--- src/rtl/irsi_pkg.sv ---
// irsi_pkg: types, register indexes and reset values shared by the
// rail select and indicator core and its per-transaction update logic.
// no dependencies.
package irsi_pkg;

    localparam int unsigned MV_W    = 13;
    localparam int unsigned LEVEL_W = 7;
    localparam int unsigned HOLD_W  = 16;
    localparam int unsigned TIME_W  = 48;
    localparam int unsigned KIND_W  = 2;
    localparam int unsigned CFG_IDX_W  = 3;
    localparam int unsigned CFG_DATA_W = 16;
    localparam int unsigned IN_DATA_W  = 64;
    localparam int unsigned OUT_DATA_W = 40;

    typedef enum logic [KIND_W-1:0] {
        KIND_TICK       = 2'd0,
        KIND_PRESS_HIGH = 2'd1,
        KIND_PRESS_LOW  = 2'd2
    } t_kind;

    typedef enum logic [CFG_IDX_W-1:0] {
        CFG_ABSENT_MV   = 3'd0,
        CFG_LOW_MIN_MV  = 3'd1,
        CFG_LOW_MAX_MV  = 3'd2,
        CFG_HIGH_MIN_MV = 3'd3,
        CFG_HIGH_MAX_MV = 3'd4,
        CFG_FULL_LEVEL  = 3'd5,
        CFG_GREEN_LEVEL = 3'd6,
        CFG_LOCK_HOLD   = 3'd7
    } t_cfg_idx;

    localparam logic [MV_W-1:0]    RST_ABSENT_MV   = 13'd150;
    localparam logic [MV_W-1:0]    RST_LOW_MIN_MV  = 13'd1700;
    localparam logic [MV_W-1:0]    RST_LOW_MAX_MV  = 13'd1900;
    localparam logic [MV_W-1:0]    RST_HIGH_MIN_MV = 13'd3200;
    localparam logic [MV_W-1:0]    RST_HIGH_MAX_MV = 13'd3400;
    localparam logic [LEVEL_W-1:0] RST_FULL_LEVEL  = 7'd60;
    localparam logic [LEVEL_W-1:0] RST_GREEN_LEVEL = 7'd20;
    localparam logic [HOLD_W-1:0]  RST_LOCK_HOLD   = 16'd1000;

    typedef struct packed {
        logic [MV_W-1:0]    absent_mv;
        logic [MV_W-1:0]    low_min_mv;
        logic [MV_W-1:0]    low_max_mv;
        logic [MV_W-1:0]    high_min_mv;
        logic [MV_W-1:0]    high_max_mv;
        logic [LEVEL_W-1:0] full_level;
        logic [LEVEL_W-1:0] green_level;
        logic [HOLD_W-1:0]  lock_hold_ms;
    } t_cfg;

    typedef struct packed {
        logic               low_enabled;
        logic               high_enabled;
        logic               locked;
        logic               blink_phase;
        logic [TIME_W-1:0]  hold_until_ms;
        logic [LEVEL_W-1:0] warn_level;
        logic [LEVEL_W-1:0] low_in_level;
        logic [LEVEL_W-1:0] high_in_level;
    } t_state;

    // field order matches the output tdata packing, lowest bits last here
    typedef struct packed {
        logic               target_locked;
        logic               high_rail_on;
        logic               low_rail_on;
        logic [LEVEL_W-1:0] high_out_led;
        logic [LEVEL_W-1:0] low_out_led;
        logic [LEVEL_W-1:0] high_in_led;
        logic [LEVEL_W-1:0] low_in_led;
        logic [LEVEL_W-1:0] warn_led;
    } t_result;

endpackage

--- src/rtl/irsi_step.sv ---
// irsi_step: next-state and result logic for one tick or button press.
// depends on irsi_pkg.
module irsi_step
    import irsi_pkg::*;
(
    input  t_cfg              i_cfg,
    input  t_state            i_state,
    input  t_kind             i_kind,
    input  logic [MV_W-1:0]   i_vout_mv,
    input  logic [TIME_W-1:0] i_uptime_ms,
    output t_state            o_state,
    output t_result           o_result
);

    logic [TIME_W-1:0]  deadline;
    logic [LEVEL_W-1:0] lit_level;
    logic               in_low_win;
    logic               in_high_win;

    assign deadline = i_uptime_ms + {{(TIME_W-HOLD_W){1'b0}}, i_cfg.lock_hold_ms};

    // past the hold deadline the input led is steady, otherwise it blinks
    assign lit_level = (i_uptime_ms > i_state.hold_until_ms || i_state.blink_phase)
                     ? i_cfg.green_level : '0;

    assign in_low_win  = (i_vout_mv >= i_cfg.low_min_mv) && (i_vout_mv <= i_cfg.low_max_mv);
    assign in_high_win = (i_vout_mv >= i_cfg.high_min_mv) && (i_vout_mv <= i_cfg.high_max_mv);

    always_comb begin
        o_state = i_state;
        unique case (i_kind)
            KIND_TICK: begin
                o_state.blink_phase   = !i_state.blink_phase;
                o_state.warn_level    = '0;
                o_state.low_in_level  = '0;
                o_state.high_in_level = '0;
                if (i_vout_mv < i_cfg.absent_mv) begin
                    o_state.warn_level = i_cfg.full_level;
                    o_state.locked     = 1'b0;
                end else begin
                    o_state.locked = 1'b1;
                    if (in_low_win) begin
                        o_state.low_in_level = lit_level;
                    end else if (in_high_win) begin
                        o_state.high_in_level = lit_level;
                    end else begin
                        o_state.warn_level = i_state.blink_phase ? i_cfg.full_level : '0;
                    end
                end
            end
            KIND_PRESS_HIGH: begin
                if (i_state.high_enabled) begin
                    o_state.high_enabled = 1'b0;
                end else if (i_state.locked) begin
                    o_state.hold_until_ms = deadline;
                end else begin
                    o_state.high_enabled = 1'b1;
                end
            end
            KIND_PRESS_LOW: begin
                if (i_state.low_enabled) begin
                    o_state.low_enabled = 1'b0;
                end else if (i_state.locked) begin
                    o_state.hold_until_ms = deadline;
                end else begin
                    o_state.low_enabled = 1'b1;
                end
            end
            default: begin
                // unused kind code leaves everything as it was
            end
        endcase
    end

    always_comb begin
        o_result.warn_led      = o_state.warn_level;
        o_result.low_in_led    = o_state.low_in_level;
        o_result.high_in_led   = o_state.high_in_level;
        o_result.low_out_led   = o_state.low_enabled ? i_cfg.full_level : '0;
        o_result.high_out_led  = o_state.high_enabled ? i_cfg.full_level : '0;
        o_result.low_rail_on   = o_state.low_enabled;
        o_result.high_rail_on  = o_state.high_enabled;
        o_result.target_locked = o_state.locked;
    end

endmodule

--- src/rtl/io_rail_select_and_indicator_core.sv ---
// io_rail_select_and_indicator_core: top level with config registers,
// input register, rail/lock state and output register.
// depends on irsi_pkg and irsi_step.
//
// usage:
//   slave stream carries ticks (measured target voltage) and button presses;
//   tuser is the kind, tdata holds voltage and uptime. every transaction
//   returns exactly one master-stream transaction with all led levels, the
//   rail enables and the lock flag.
//   config registers are written through i_cfg_we / i_cfg_addr / i_cfg_wdata
//   while no transaction is in flight; a write takes effect at the next edge.
//   the transaction lands in the input register at the accepting edge, then
//   in the result register (which drives master tvalid) once that is free or
//   read. one transaction per cycle unless the receiver stalls; the state
//   update is a single pass of compare/add logic between the registers.
//   when the receiver stalls, the result register holds; an empty input
//   register still takes one transaction, then s_axis_tready stays low until
//   m_axis_tready returns (s_axis_tready follows it in the same cycle).
//   reset clears rails, lock, blink phase, deadline and led levels, and loads
//   the default thresholds and levels.
module io_rail_select_and_indicator_core
    import irsi_pkg::*;
(
    input  logic                  i_clk,
    input  logic                  i_rst_n,
    input  logic                  i_cfg_we,
    input  logic [CFG_IDX_W-1:0]  i_cfg_addr,
    input  logic [CFG_DATA_W-1:0] i_cfg_wdata,
    input  logic                  s_axis_tvalid,
    output logic                  s_axis_tready,
    // tdata: vout_mv[12:0], uptime_ms[60:13], zero fill [63:61]
    input  logic [IN_DATA_W-1:0]  s_axis_tdata,
    // tuser: kind[1:0]
    input  logic [KIND_W-1:0]     s_axis_tuser,
    output logic                  m_axis_tvalid,
    input  logic                  m_axis_tready,
    // tdata: warn_led[6:0], low_in_led[13:7], high_in_led[20:14],
    // low_out_led[27:21], high_out_led[34:28], low_rail_on[35],
    // high_rail_on[36], target_locked[37], zero fill [39:38]
    output logic [OUT_DATA_W-1:0] m_axis_tdata
);

    t_cfg              r_cfg;
    t_state            r_state;
    t_state            n_state;
    t_result           n_result;

    logic              r_in_valid;
    t_kind             r_in_kind;
    logic [MV_W-1:0]   r_in_vout;
    logic [TIME_W-1:0] r_in_now;

    logic              r_out_valid;
    t_result           r_out_result;

    logic              advance;

    assign advance       = r_in_valid && (!r_out_valid || m_axis_tready);
    assign s_axis_tready = !r_in_valid || advance;

    always_ff @(posedge i_clk) begin
        if (!i_rst_n) begin
            r_cfg.absent_mv    <= RST_ABSENT_MV;
            r_cfg.low_min_mv   <= RST_LOW_MIN_MV;
            r_cfg.low_max_mv   <= RST_LOW_MAX_MV;
            r_cfg.high_min_mv  <= RST_HIGH_MIN_MV;
            r_cfg.high_max_mv  <= RST_HIGH_MAX_MV;
            r_cfg.full_level   <= RST_FULL_LEVEL;
            r_cfg.green_level  <= RST_GREEN_LEVEL;
            r_cfg.lock_hold_ms <= RST_LOCK_HOLD;
        end else if (i_cfg_we) begin
            unique case (t_cfg_idx'(i_cfg_addr))
                CFG_ABSENT_MV:   r_cfg.absent_mv    <= i_cfg_wdata[MV_W-1:0];
                CFG_LOW_MIN_MV:  r_cfg.low_min_mv   <= i_cfg_wdata[MV_W-1:0];
                CFG_LOW_MAX_MV:  r_cfg.low_max_mv   <= i_cfg_wdata[MV_W-1:0];
                CFG_HIGH_MIN_MV: r_cfg.high_min_mv  <= i_cfg_wdata[MV_W-1:0];
                CFG_HIGH_MAX_MV: r_cfg.high_max_mv  <= i_cfg_wdata[MV_W-1:0];
                CFG_FULL_LEVEL:  r_cfg.full_level   <= i_cfg_wdata[LEVEL_W-1:0];
                CFG_GREEN_LEVEL: r_cfg.green_level  <= i_cfg_wdata[LEVEL_W-1:0];
                CFG_LOCK_HOLD:   r_cfg.lock_hold_ms <= i_cfg_wdata[HOLD_W-1:0];
                default: begin
                end
            endcase
        end
    end

    // input register
    always_ff @(posedge i_clk) begin
        if (!i_rst_n) begin
            r_in_valid <= 1'b0;
        end else if (s_axis_tready) begin
            r_in_valid <= s_axis_tvalid;
        end
        if (s_axis_tready && s_axis_tvalid) begin
            r_in_kind <= t_kind'(s_axis_tuser);
            r_in_vout <= s_axis_tdata[MV_W-1:0];
            r_in_now  <= s_axis_tdata[MV_W+TIME_W-1:MV_W];
        end
    end

    irsi_step u_step (
        .i_cfg       (r_cfg),
        .i_state     (r_state),
        .i_kind      (r_in_kind),
        .i_vout_mv   (r_in_vout),
        .i_uptime_ms (r_in_now),
        .o_state     (n_state),
        .o_result    (n_result)
    );

    // state commits as the transaction moves into the result register
    always_ff @(posedge i_clk) begin
        if (!i_rst_n) begin
            r_state <= '0;
        end else if (advance) begin
            r_state <= n_state;
        end
    end

    always_ff @(posedge i_clk) begin
        if (!i_rst_n) begin
            r_out_valid <= 1'b0;
        end else if (advance) begin
            r_out_valid <= 1'b1;
        end else if (m_axis_tready) begin
            r_out_valid <= 1'b0;
        end
        if (advance) begin
            r_out_result <= n_result;
        end
    end

    assign m_axis_tvalid = r_out_valid;
    assign m_axis_tdata  = {{(OUT_DATA_W-$bits(t_result)){1'b0}}, r_out_result};

endmodule

--- config.mk ---
export PLATFORM = sky130hd
export DESIGN_NAME = io_rail_select_and_indicator_core
export DESIGN_NICKNAME = d
export VERILOG_FILES = /design/src/rtl/irsi_pkg.sv /design/src/rtl/irsi_step.sv /design/src/rtl/io_rail_select_and_indicator_core.sv
export SDC_FILE = /design/constraint.sdc
export NUM_CORES = 1
export LEC_CHECK = 0
export BUFFER_PORTS_ARGS = -buffer_cell sky130_fd_sc_hd__buf_2
export CAP_MARGIN = 15
export CORE_UTILIZATION = 45
export DETAILED_ROUTE_END_ITERATION = 6
export PLACE_DENSITY = 0.7
export SLEW_MARGIN = 20
export SYNTH_ARGS = -nofsm -noshare
export SYNTH_HDL_FRONTEND = slang
export SYNTH_SLANG_ARGS = --single-unit
--- constraint.sdc ---
create_clock -name i_clk -period 4.82 [get_ports i_clk]
set_input_delay 0.482 -clock i_clk [delete_from_list [all_inputs] [get_ports i_clk]]
set_output_delay 0.482 -clock i_clk [all_outputs]
set_load 0.1 [all_outputs]
== After elaboration in Yosys (flattened, before gate mapping) ==
Index checks and enable logic that the tools add are counted.
Cells by class
  add/subtract/negate cells: 1
  reductions and logical operators: 24
  eq/ne operators: 11
  magnitude comparators: 6
  muxes and demuxes: 23
Operator list (number)
  48-bit two-way mux: 3
  48-bit one-hot mux with 2 select lines: 1
  7-bit two-way mux: 8
  48-bit by 16-bit adder with 48-bit output: 1
  48-bit greater-than comparator: 1
  13-bit greater-or-equal comparator: 2
  13-bit less-or-equal comparator: 2
  21-bit two-way mux: 1
  2-bit AND reduction: 9
  14-bit two-way mux: 1
  13-bit less-than comparator: 1
  3-bit == test (second input constant): 4
  1-bit two-way mux: 8
  3-bit by 2-bit == test with 1-bit output (second input constant): 2
  1-bit logical AND: 4
  2-bit != test (second input constant): 2
  4-bit AND reduction: 1
  2-bit nonzero test: 2
  3-bit by 1-bit == test with 1-bit output (second input constant): 1
  1-bit zero test: 3
  3-bit zero test: 1
  1-bit logical OR: 3
  2-bit by 1-bit == test with 1-bit output (second input constant): 1
  2-bit == test (second input constant): 1
  other kinds (2): 2
Storage, ports and cells
  register bits: 271

== Logic depth before layout (Yosys ltp) ==
Gate-level depths: netlist of the first run.
  depth in word-level cells: 7
  gate-level depth with buffers: 12

== Hierarchy ==
A second synthesis of the first run with hierarchy kept.
Second synthesis, totals
  cells, all modules: 1635
  area total of the unflattened synthesis: 15127.0 µm²
Modules (own cells, without submodules)
  io_rail_select_and_indicator_core: cells an instance 769, times used 1, area each 9228.9 µm²
  irsi_step: cells an instance 866, times used 1, area each 5898.2 µm²

== Worst setup path before layout of the first run ==
No wires, ideal clock.
  path kind: flip-flop to flip-flop
  start: reg r_out_valid (netlist: m_axis_tvalid)
  end: reg r_in_kind[0], enable pin
  data required time: 4.393 ns
  setup slack: 1.170 ns
  arrival: 3.222 ns
  cell stages (with the launch flop): 4
  period minus slack after synthesis: 3.650 ns
  cells stage by stage: dfxtp_1 > nor2b_1 > nand2_1 > and2_1
Between the ends
  word-level cells in the longest chain between the ends: 5
Ends and longest elaborated chain
  start, declared: RTL line io_rail_select_and_indicator_core.sv:53  | logic r_out_valid;
  start signal, assigned: RTL line io_rail_select_and_indicator_core.sv:122  | r_out_valid <= 1'b0;
  start signal, assigned: RTL line io_rail_select_and_indicator_core.sv:124  | r_out_valid <= 1'b1;
  start signal, assigned: RTL line io_rail_select_and_indicator_core.sv:126  | r_out_valid <= 1'b0;
  1-bit zero test: RTL line io_rail_select_and_indicator_core.sv:58  | assign advance = r_in_valid && (!r_out_valid || m_axis_tready);
  1-bit logical OR: RTL line io_rail_select_and_indicator_core.sv:58
  1-bit logical AND: RTL line io_rail_select_and_indicator_core.sv:58
  1-bit logical OR: RTL line io_rail_select_and_indicator_core.sv:59  | assign s_axis_tready = !r_in_valid || advance;
  via s_axis_tready: RTL line io_rail_select_and_indicator_core.sv:30  | output logic s_axis_tready,
  1-bit logical AND: RTL line io_rail_select_and_indicator_core.sv:94  | if (s_axis_tready && s_axis_tvalid) begin
  end signal, assigned: RTL line io_rail_select_and_indicator_core.sv:95  | r_in_kind <= t_kind'(s_axis_tuser);
  end, declared: RTL line io_rail_select_and_indicator_core.sv:49  | t_kind r_in_kind;
The timed path passes the listed nets, and every way through them passes these cells.
A chain may end at the register's enable or synchronous reset.

==> impl_results.md, run 1 <==
* CTS Root Cell: clkbuf_16
* Clock power frac at 0.412
* Post-CTS Setup Bufs at 0
* Fraction of the cycle the final worst path needs at 0.710
* Headroom to the max-slew limit at 0.271
* Num Clock Sinks at between 200 and 300
* Gate count after technology mapping at around 1500
* Switching part of the total power at 0.257
* Largest voltage drop on the vdd net at roughly 0.29 mV
* Via total after detailed routing at roughly 11000
* Cell internal pwr at 3.94 mW
* Synthesis-stage register bit count at approximately 270
* Worst min-delay path class: input port to flip-flop
* Number of distinct library cell variants in the gate-level netlist after synthesis at 76
* Minimum clock period after layout at roughly 3.4 ns
* Maximum fanout count along the critical path at 14
* # rows at 64
* Via count of the first global-routing pass at 10800
* Post-layout total power at between 5 and 6 mW
* Fillcell total at between 2000 and 3000
* Mean routed wirelength per cell at 16.6 microns
* Max Cap Viol at 0
* TritonCTS clock tree: done
* Final global-route overflow total at 0
* Die Width at around 180 microns
* GPL Wtd Cong at roughly 0.84
* Number of flops mapped to enable cells by yosys at a little over 100
* Post-route setup TNS at 0 ns
* Proportion of register bits with asynchronous set or reset after synthesis at 0
* Via count normalized by instance count at between 5 and 6
* Category of the worst setup path launch point: flip-flop
* Routed Wire Length at approximately 34 mm
* Post-synth top area share at 0.244
* Count of boundary I/O pins at between 100 and 150
* Cell type contributing the most total cell area after synthesis: dfxtp_1
* Quantity of gates resized following cts at 0
* Skew-Pair Late Insertion Delay at between 0.5 and 0.6 ns
* Ys Warns at 0
* Number of remaining DRC errors at 0
* PwrDens at 334 nW/um^2
* Summed instance area of the synthesized netlist at 14000 sq um
* Starting density of the core at 0.457
* Pre-Repair DR Iteration Count at 5
* Top_reg_cell synth: dfxtp_1
* Fraction of the yosys area taken by sequential cells at 0.461
* Clock tree buffer depth at 3
* Antenna violations before repair at 1
* Largest net degree at the start of global routing at 68
* Worst Path Required at 5.06 ns
* DRT iter0 DRCs at approximately 720
* Power share of the sequential group at 0.476
* Number of nets at the end of the flow at about 1800
* Worst setup slack for register-to-register paths at 1.40 ns
* Startpoint-to-endpoint class of the critical path: flip-flop to flip-flop
* Final slew viol count at 0
* Unrepaired setup endpoints after global routing: no
* Area growth from synthesis to final layout at 13.8%
* Post-route ant nets at 0
* Total track usage at 0.216
* Clk pin slew, worst setup/hold paths at about 0.060 ns
* Number of buffers added by the clock tree synthesis step at 28
* Synth top area cells: dfxtp_1 24%, edfxtp_1 22%, ha_1 11%, nand2_1 7.3%, a21oi_1 5.2%
* NetSw at roughly 1.4 mW
* Endpoints failing hold at 0
* Layout Skew at around 0.0096 ns
* Die area at roughly 32000 sq um
* Mapped Avg Cell Area at 9.20 sq um
* Top cells by count, synth: 272 x nand2_1, 170 x dfxtp_1, 145 x a21oi_1
* Wire length of the first global-routing pass at between 50 and 60 mm
* Combinational group share of total power at 0.112
* Hold-fix buffers, CTS at 0
* Fraction of final layout cells sized beyond drive strength 1 at 0.128
* Finished Core Util at 0.520
* Cell with the most instances after synthesis: nand2_1
* Maximum operating frequency at 0.292 GHz
* Leak pwr at around 6 nW
* Half-perimeter wire length after placement at around 24 mm
* Port Buf Inserts at ~130
* Core region area at a little over 30000 sq um
* H-tree depth at 1
* Slew at the pin closest to its max-slew limit at 1.09 ns
* Type of destination of the critical path: flip-flop
* Die Span Y at around 180 microns
* Finish-stage setup viols at 0
* Crit path arrival time at 3.66 ns
* Outcome: complete, no violations
[area by class of cell]
cell class | instances | area (sq um) | share of cell area
Timing Repair Buffer | 140 | 736 | 0.0463
Clock buffer | 42 | 877 | 0.0552
Clock inverter | 10 | 73.8 | 0.00464
Antenna cell | 1 | 2.50 | 0.000157
Tap cell | 396 | 495 | 0.0312
Sequential cell | 271 | 6440 | 0.405
Multi-Input combinational cell | 1048 | 6770 | 0.426
Inverter | 135 | 507 | 0.0319
[final timing paths]
path                                start                          to  cells after the start
setup / recovery   r_in_now[14]$_DFFE_PP_  m_axis_tdata[16]$_DFFE_PP_                      8
hold / removal            s_axis_tdata[9]      r_in_vout[9]$_DFFE_PP_                      1
setup reg to reg   r_in_now[14]$_DFFE_PP_  m_axis_tdata[16]$_DFFE_PP_                      8
hold reg to reg   r_state[5]$_SDFFE_PN0P_     r_state[5]$_SDFFE_PN0P_                      2
[cells by family (layout without fill, tap and decap cells)]
group / Yosys count / in the layout / synth area share
simple gates: 505 / 505 / 0.172
compound gates: 378 / 378 / 0.172
flops: 271 / 271 / 0.461
buf+inv: 200 / 327 / 0.0561
fa+ha+maj: 129 / 129 / 0.116
xor+xnor: 23 / 23 / 0.0144
mux: 11 / 11 / 0.00797
other cells: 1 / 3 / 0.000268
[routing by layer]
metal  vias to the layer above  wire, microns  GRT usage
li1                       5602              -          -
met1                      5343          16100      0.306
met2                       291          15200      0.349
met3                        50           1620     0.0211
met4                         0            893     0.0618
met5                         -              0          0
[per-stage QoR]
step                hold slack, ns  area [sq um]  cells  worst slack, ns
CTS                         0.0926         15900   2042             1.34
floorplan                    0.425         14000   1519             1.17
global route                0.0946         15900   2043             1.19
detailed placement           0.440         14900   1990             1.38
finish                       0.111         15900   2043             1.40
global placement             0.432         14900   1990             1.43
[worst max-delay path, stage by stage (launching register included)]
cell and delay, ns:
edfxtp_1 0.41, ha_1 0.33, nand4_1 0.20, nor3_1 0.14, a21boi_0 0.15, nor4b_1 0.57
o22ai_2 0.28, o211ai_1 0.83, o21ai_1 0.22
[power by group through the flow]
stage	clock network [mW]	logic, mW	registers (mW)
5_1_grt	2.32	0.658	2.53
2_1_floorplan	0	0.318	2.67
3_3_place_gp	0	0.574	2.57
6_report	2.19	0.596	2.52
3_5_place_dp	0	0.590	2.57
4_1_cts	2.24	0.595	2.52
[registers in the layout, indices dropped and copies added, names as in the netlist]
| name | flops |
|---|---|
| m_axis_tdata | 38 |
| r_in_vout | 13 |
| r_in_kind | 2 |
| r_in_valid | 1 |
| r_state | 73 |
| r_cfg | 95 |
| r_in_now | 48 |
| m_axis_tvalid | 1 |
[placed cells by master, fill, tap and decap left out, types with 5 or more instances in the layout]
cell,count
a21o_1,26
or3_1,8
a211oi_1,13
clkbuf_16,31
o21ai_0,62
or4_1,8
nor2b_1,28
nor3_1,12
mux2i_1,10
dfxtp_1,170
o31ai_1,16
clkbuf_8,6
and3_1,9
clkbuf_1,5
a31oi_1,16
nor2_1,35
nand2b_1,15
xor2_1,5
xnor2_1,18
edfxtp_1,101
nand4_1,18
ha_1,128
a22o_1,7
and4_1,10
nand3_1,60
nor4_1,7
buf_4,14
a21oi_1,145
buf_2,126
inv_1,134
and2_1,5
nand2_1,272
o211ai_1,33
o21ai_1,10
clkinv_2,5
(Power assumes the default switching activity.)
==> run 2: changes to the inputs <==
clock period = 3.5 ns   (was 4.82 ns; I/O delays follow)
==> run 2 against run 1 <==
  * Sequential cell count unchanged
  * Utilization increased by 2.2 points
  * Maximum frequency increased by 13%
  * Die area unchanged
  * Clock power increased by 43%
  * Global-route usage increased by 0.62 points
  * Critical path type unchanged
  * Largest power group unchanged
==> impl_results.md, run 2 (synthesis gave the netlist of run 1 again) <==
* Outcome: complete, no violations
* Die area at 31800 sq um (unchanged)
* Layout Skew at 0.0199 ns (+0.0103 ns)
* Total track usage at 0.222 (+0.00624)
* Largest registers: r_cfg: 95 flops, r_state: 73 flops, r_in_now: 48 flops
* Count of boundary I/O pins at 132 (unchanged)
* Final slew viol count at 0 (unchanged)
* Smallest setup slack after layout at 0.481 ns (-0.918 ns)
* Pre-Repair DR Iteration Count at 6 (+1)
* Post-CTS Setup Bufs at 0 (unchanged)
* Cell breakdown of the critical path: ha_1 > inv_1 > fa_1 > nand2b_1 > a21oi_2 > o21ai_2 > a21oi_4 > a21boi_2 > or4_1 > a311oi_1
* Via total after detailed routing at 11500 (+1.8%)
* Antenna violations before repair at 0 (-1)
* Post-route setup TNS at 0 ns (unchanged)
* Standard cell with the maximum stage delay on the critical path: or4_1
* Worst Path Required at 3.95 ns (-1.11 ns)
* Unrepaired setup endpoints after global routing: no
* Slew at the pin closest to its max-slew limit at 1.06 ns (-0.0288 ns)
* Number of nets at the end of the flow at 1910 (+3.6%)
* Finished Core Util at 0.541 (+0.0218)
* Area of all placed cells without fillers at 16600 sq um (+4.2%)
* Largest register by flop count: r_cfg
* Maximum operating frequency at 0.331 GHz (+13%)
* Non-filler cells in the finished layout at 2110 (+3.3%)
* Number of buffers added by the clock tree synthesis step at 29 (+3.6%)
* Core region area at 30600 sq um (unchanged)
* Clk pin slew, worst setup/hold paths at 0.06 ns (about the same)
* Largest voltage drop on the vdd net at 0.345 mV (+17%)
* Worst-case setup slack after placement at 0.532 ns (-0.844 ns)
* Mean routed wirelength per cell at 16.7 microns (+0.87%)
* Minimum clock period after layout at 3.02 ns (-0.402 ns)
* Via count normalized by instance count at 5.45 (-1.4%)
* Max Cap Viol at 0 (unchanged)
* Via count of the first global-routing pass at 11000 (+1.8%)
* CP max stage delay at 0.57 ns (-0.26 ns)
* Largest net degree at the start of global routing at 46 (-32%)
* Starting density of the core at 0.457 (unchanged)
* Dpl cells at 1996 (+0.30%)
* Maximum fanout count along the critical path at 22 (+8)
* Fraction of the cycle the final worst path needs at 0.863 (+0.153)
* Clock tree buffer depth at 3 (unchanged)
* Instance area at placement at 15000 sq um (+0.30%)
* GPL Wtd Cong at 0.856 (+1.4%)
* Number of flip-flops under the largest register name at 95 (unchanged)
* Die Span Y at 178 microns (unchanged)
* Category of the worst setup path launch point: flip-flop
* Number of remaining DRC errors at 0 (unchanged)
* Port Buf Inserts at 126 (unchanged)
* Routed Wire Length at 35.3 mm (+4.2%)
* Num Clock Sinks at 271 (unchanged)
* Worst Hold Margin at 0.0283 ns (-0.0823 ns)
* CTS Root Cell: clkbuf_16
* PwrDens at 452 nW/um^2 (+35%)
* TritonCTS clock tree: done
* Commonest non-fill, non-tap cell in the layout: nand2_1
* Startpoint-to-endpoint class of the critical path: flip-flop to flip-flop
* Fraction of final layout cells sized beyond drive strength 1 at 0.127 (-0.000394)
* Endpoints failing hold at 0 (unchanged)
* Wire length of the first global-routing pass at 56.2 mm (+2.4%)
* Half-perimeter wire length after placement at 24.4 mm (+1.8%)
* Crit path arrival time at 3.47 ns (-0.19 ns)
* Headroom to the max-slew limit at 0.291 (+0.0192)
* Leak pwr at 6.45 nW (+4.8%)
* Finish-stage setup viols at 0 (unchanged)
* Post-route ant nets at 0 (unchanged)
* Commonest cells after routing, fill and taps aside: 272 x nand2_1, 170 x dfxtp_1, 145 x a21oi_1
* Final antenna diode count at 0 (-1)
* Type of destination of the critical path: flip-flop
* Post-layout total power at 7.49 mW (+41%)
* Worst min-delay path class: input port to flip-flop
* Skew-Pair Late Insertion Delay at 0.56 ns (+0.02 ns)
* DRT iter0 DRCs at 715 (-0.97%)
* Area growth from synthesis to final layout at 18.5%
* Die Width at 178 microns (unchanged)
* # rows at 64 (unchanged)
* H-tree depth at 1 (unchanged)
* Final global-route overflow total at 0 (unchanged)
-- run 2: final cells by class --
class / instances / area [sq um]
repair buffers: 206 / 1380
multi-input cells: 1048 / 6770
clock buffers: 42 / 835
flip-flops and latches: 271 / 6440
fillers: 2749 / 14000
clock inverters: 12 / 141
inverters: 135 / 507
well taps: 396 / 495
-- run 2: timing repair --
action | CTS | global route
hold buffers | 59 | 1
hold endpoints to repair | 59 | 1
gates resized for setup | 0 | 0
-- run 2: report_power, final --
group          switching (mW)  internal, mW  total (mW)  leakage, nW
clock network            1.26          1.87        3.13        0.485
registers              0.0923          3.38        3.48         2.35
logic                   0.586         0.295       0.881         3.62
total                    1.94          5.55        7.49         6.45
-- run 2: metal layers --
layer  routed length [microns]  share of wire  global-route usage  vias to the layer above
met1                     16800           0.48               0.317                     5385
met2                     15800           0.45               0.358                      311
met4                       851          0.024              0.0639                        0
li1                          -              -                   -                     5736
met3                      1780          0.050              0.0207                       60
met5                         0              0                   0                        -
-- run 2: final timing paths --
path	startpoint	to	slack [ns]	cells past startpoint
worst min register to register	r_state[5]$_SDFFE_PN0P_	r_state[5]$_SDFFE_PN0P_	0.44	2
worst max-delay path	r_in_now[0]$_DFFE_PP_	r_state[43]$_SDFFE_PN0P_	0.48	10
worst min-delay path	s_axis_tdata[33]	r_in_now[20]$_DFFE_PP_	0.03	1
worst max register to register	r_in_now[0]$_DFFE_PP_	r_state[43]$_SDFFE_PN0P_	0.48	10
-- run 2: worst max-delay path: cells and delay by family, from the launching register on --
kind	cells	cell delay (ns)
AO/OA/AOI/OAI	5	1.07
AND/OR/NAND/NOR	2	0.78
adder cells (fa/ha/maj)	2	0.58
buffers and inverters	1	0.06
flip-flops	1	0.42
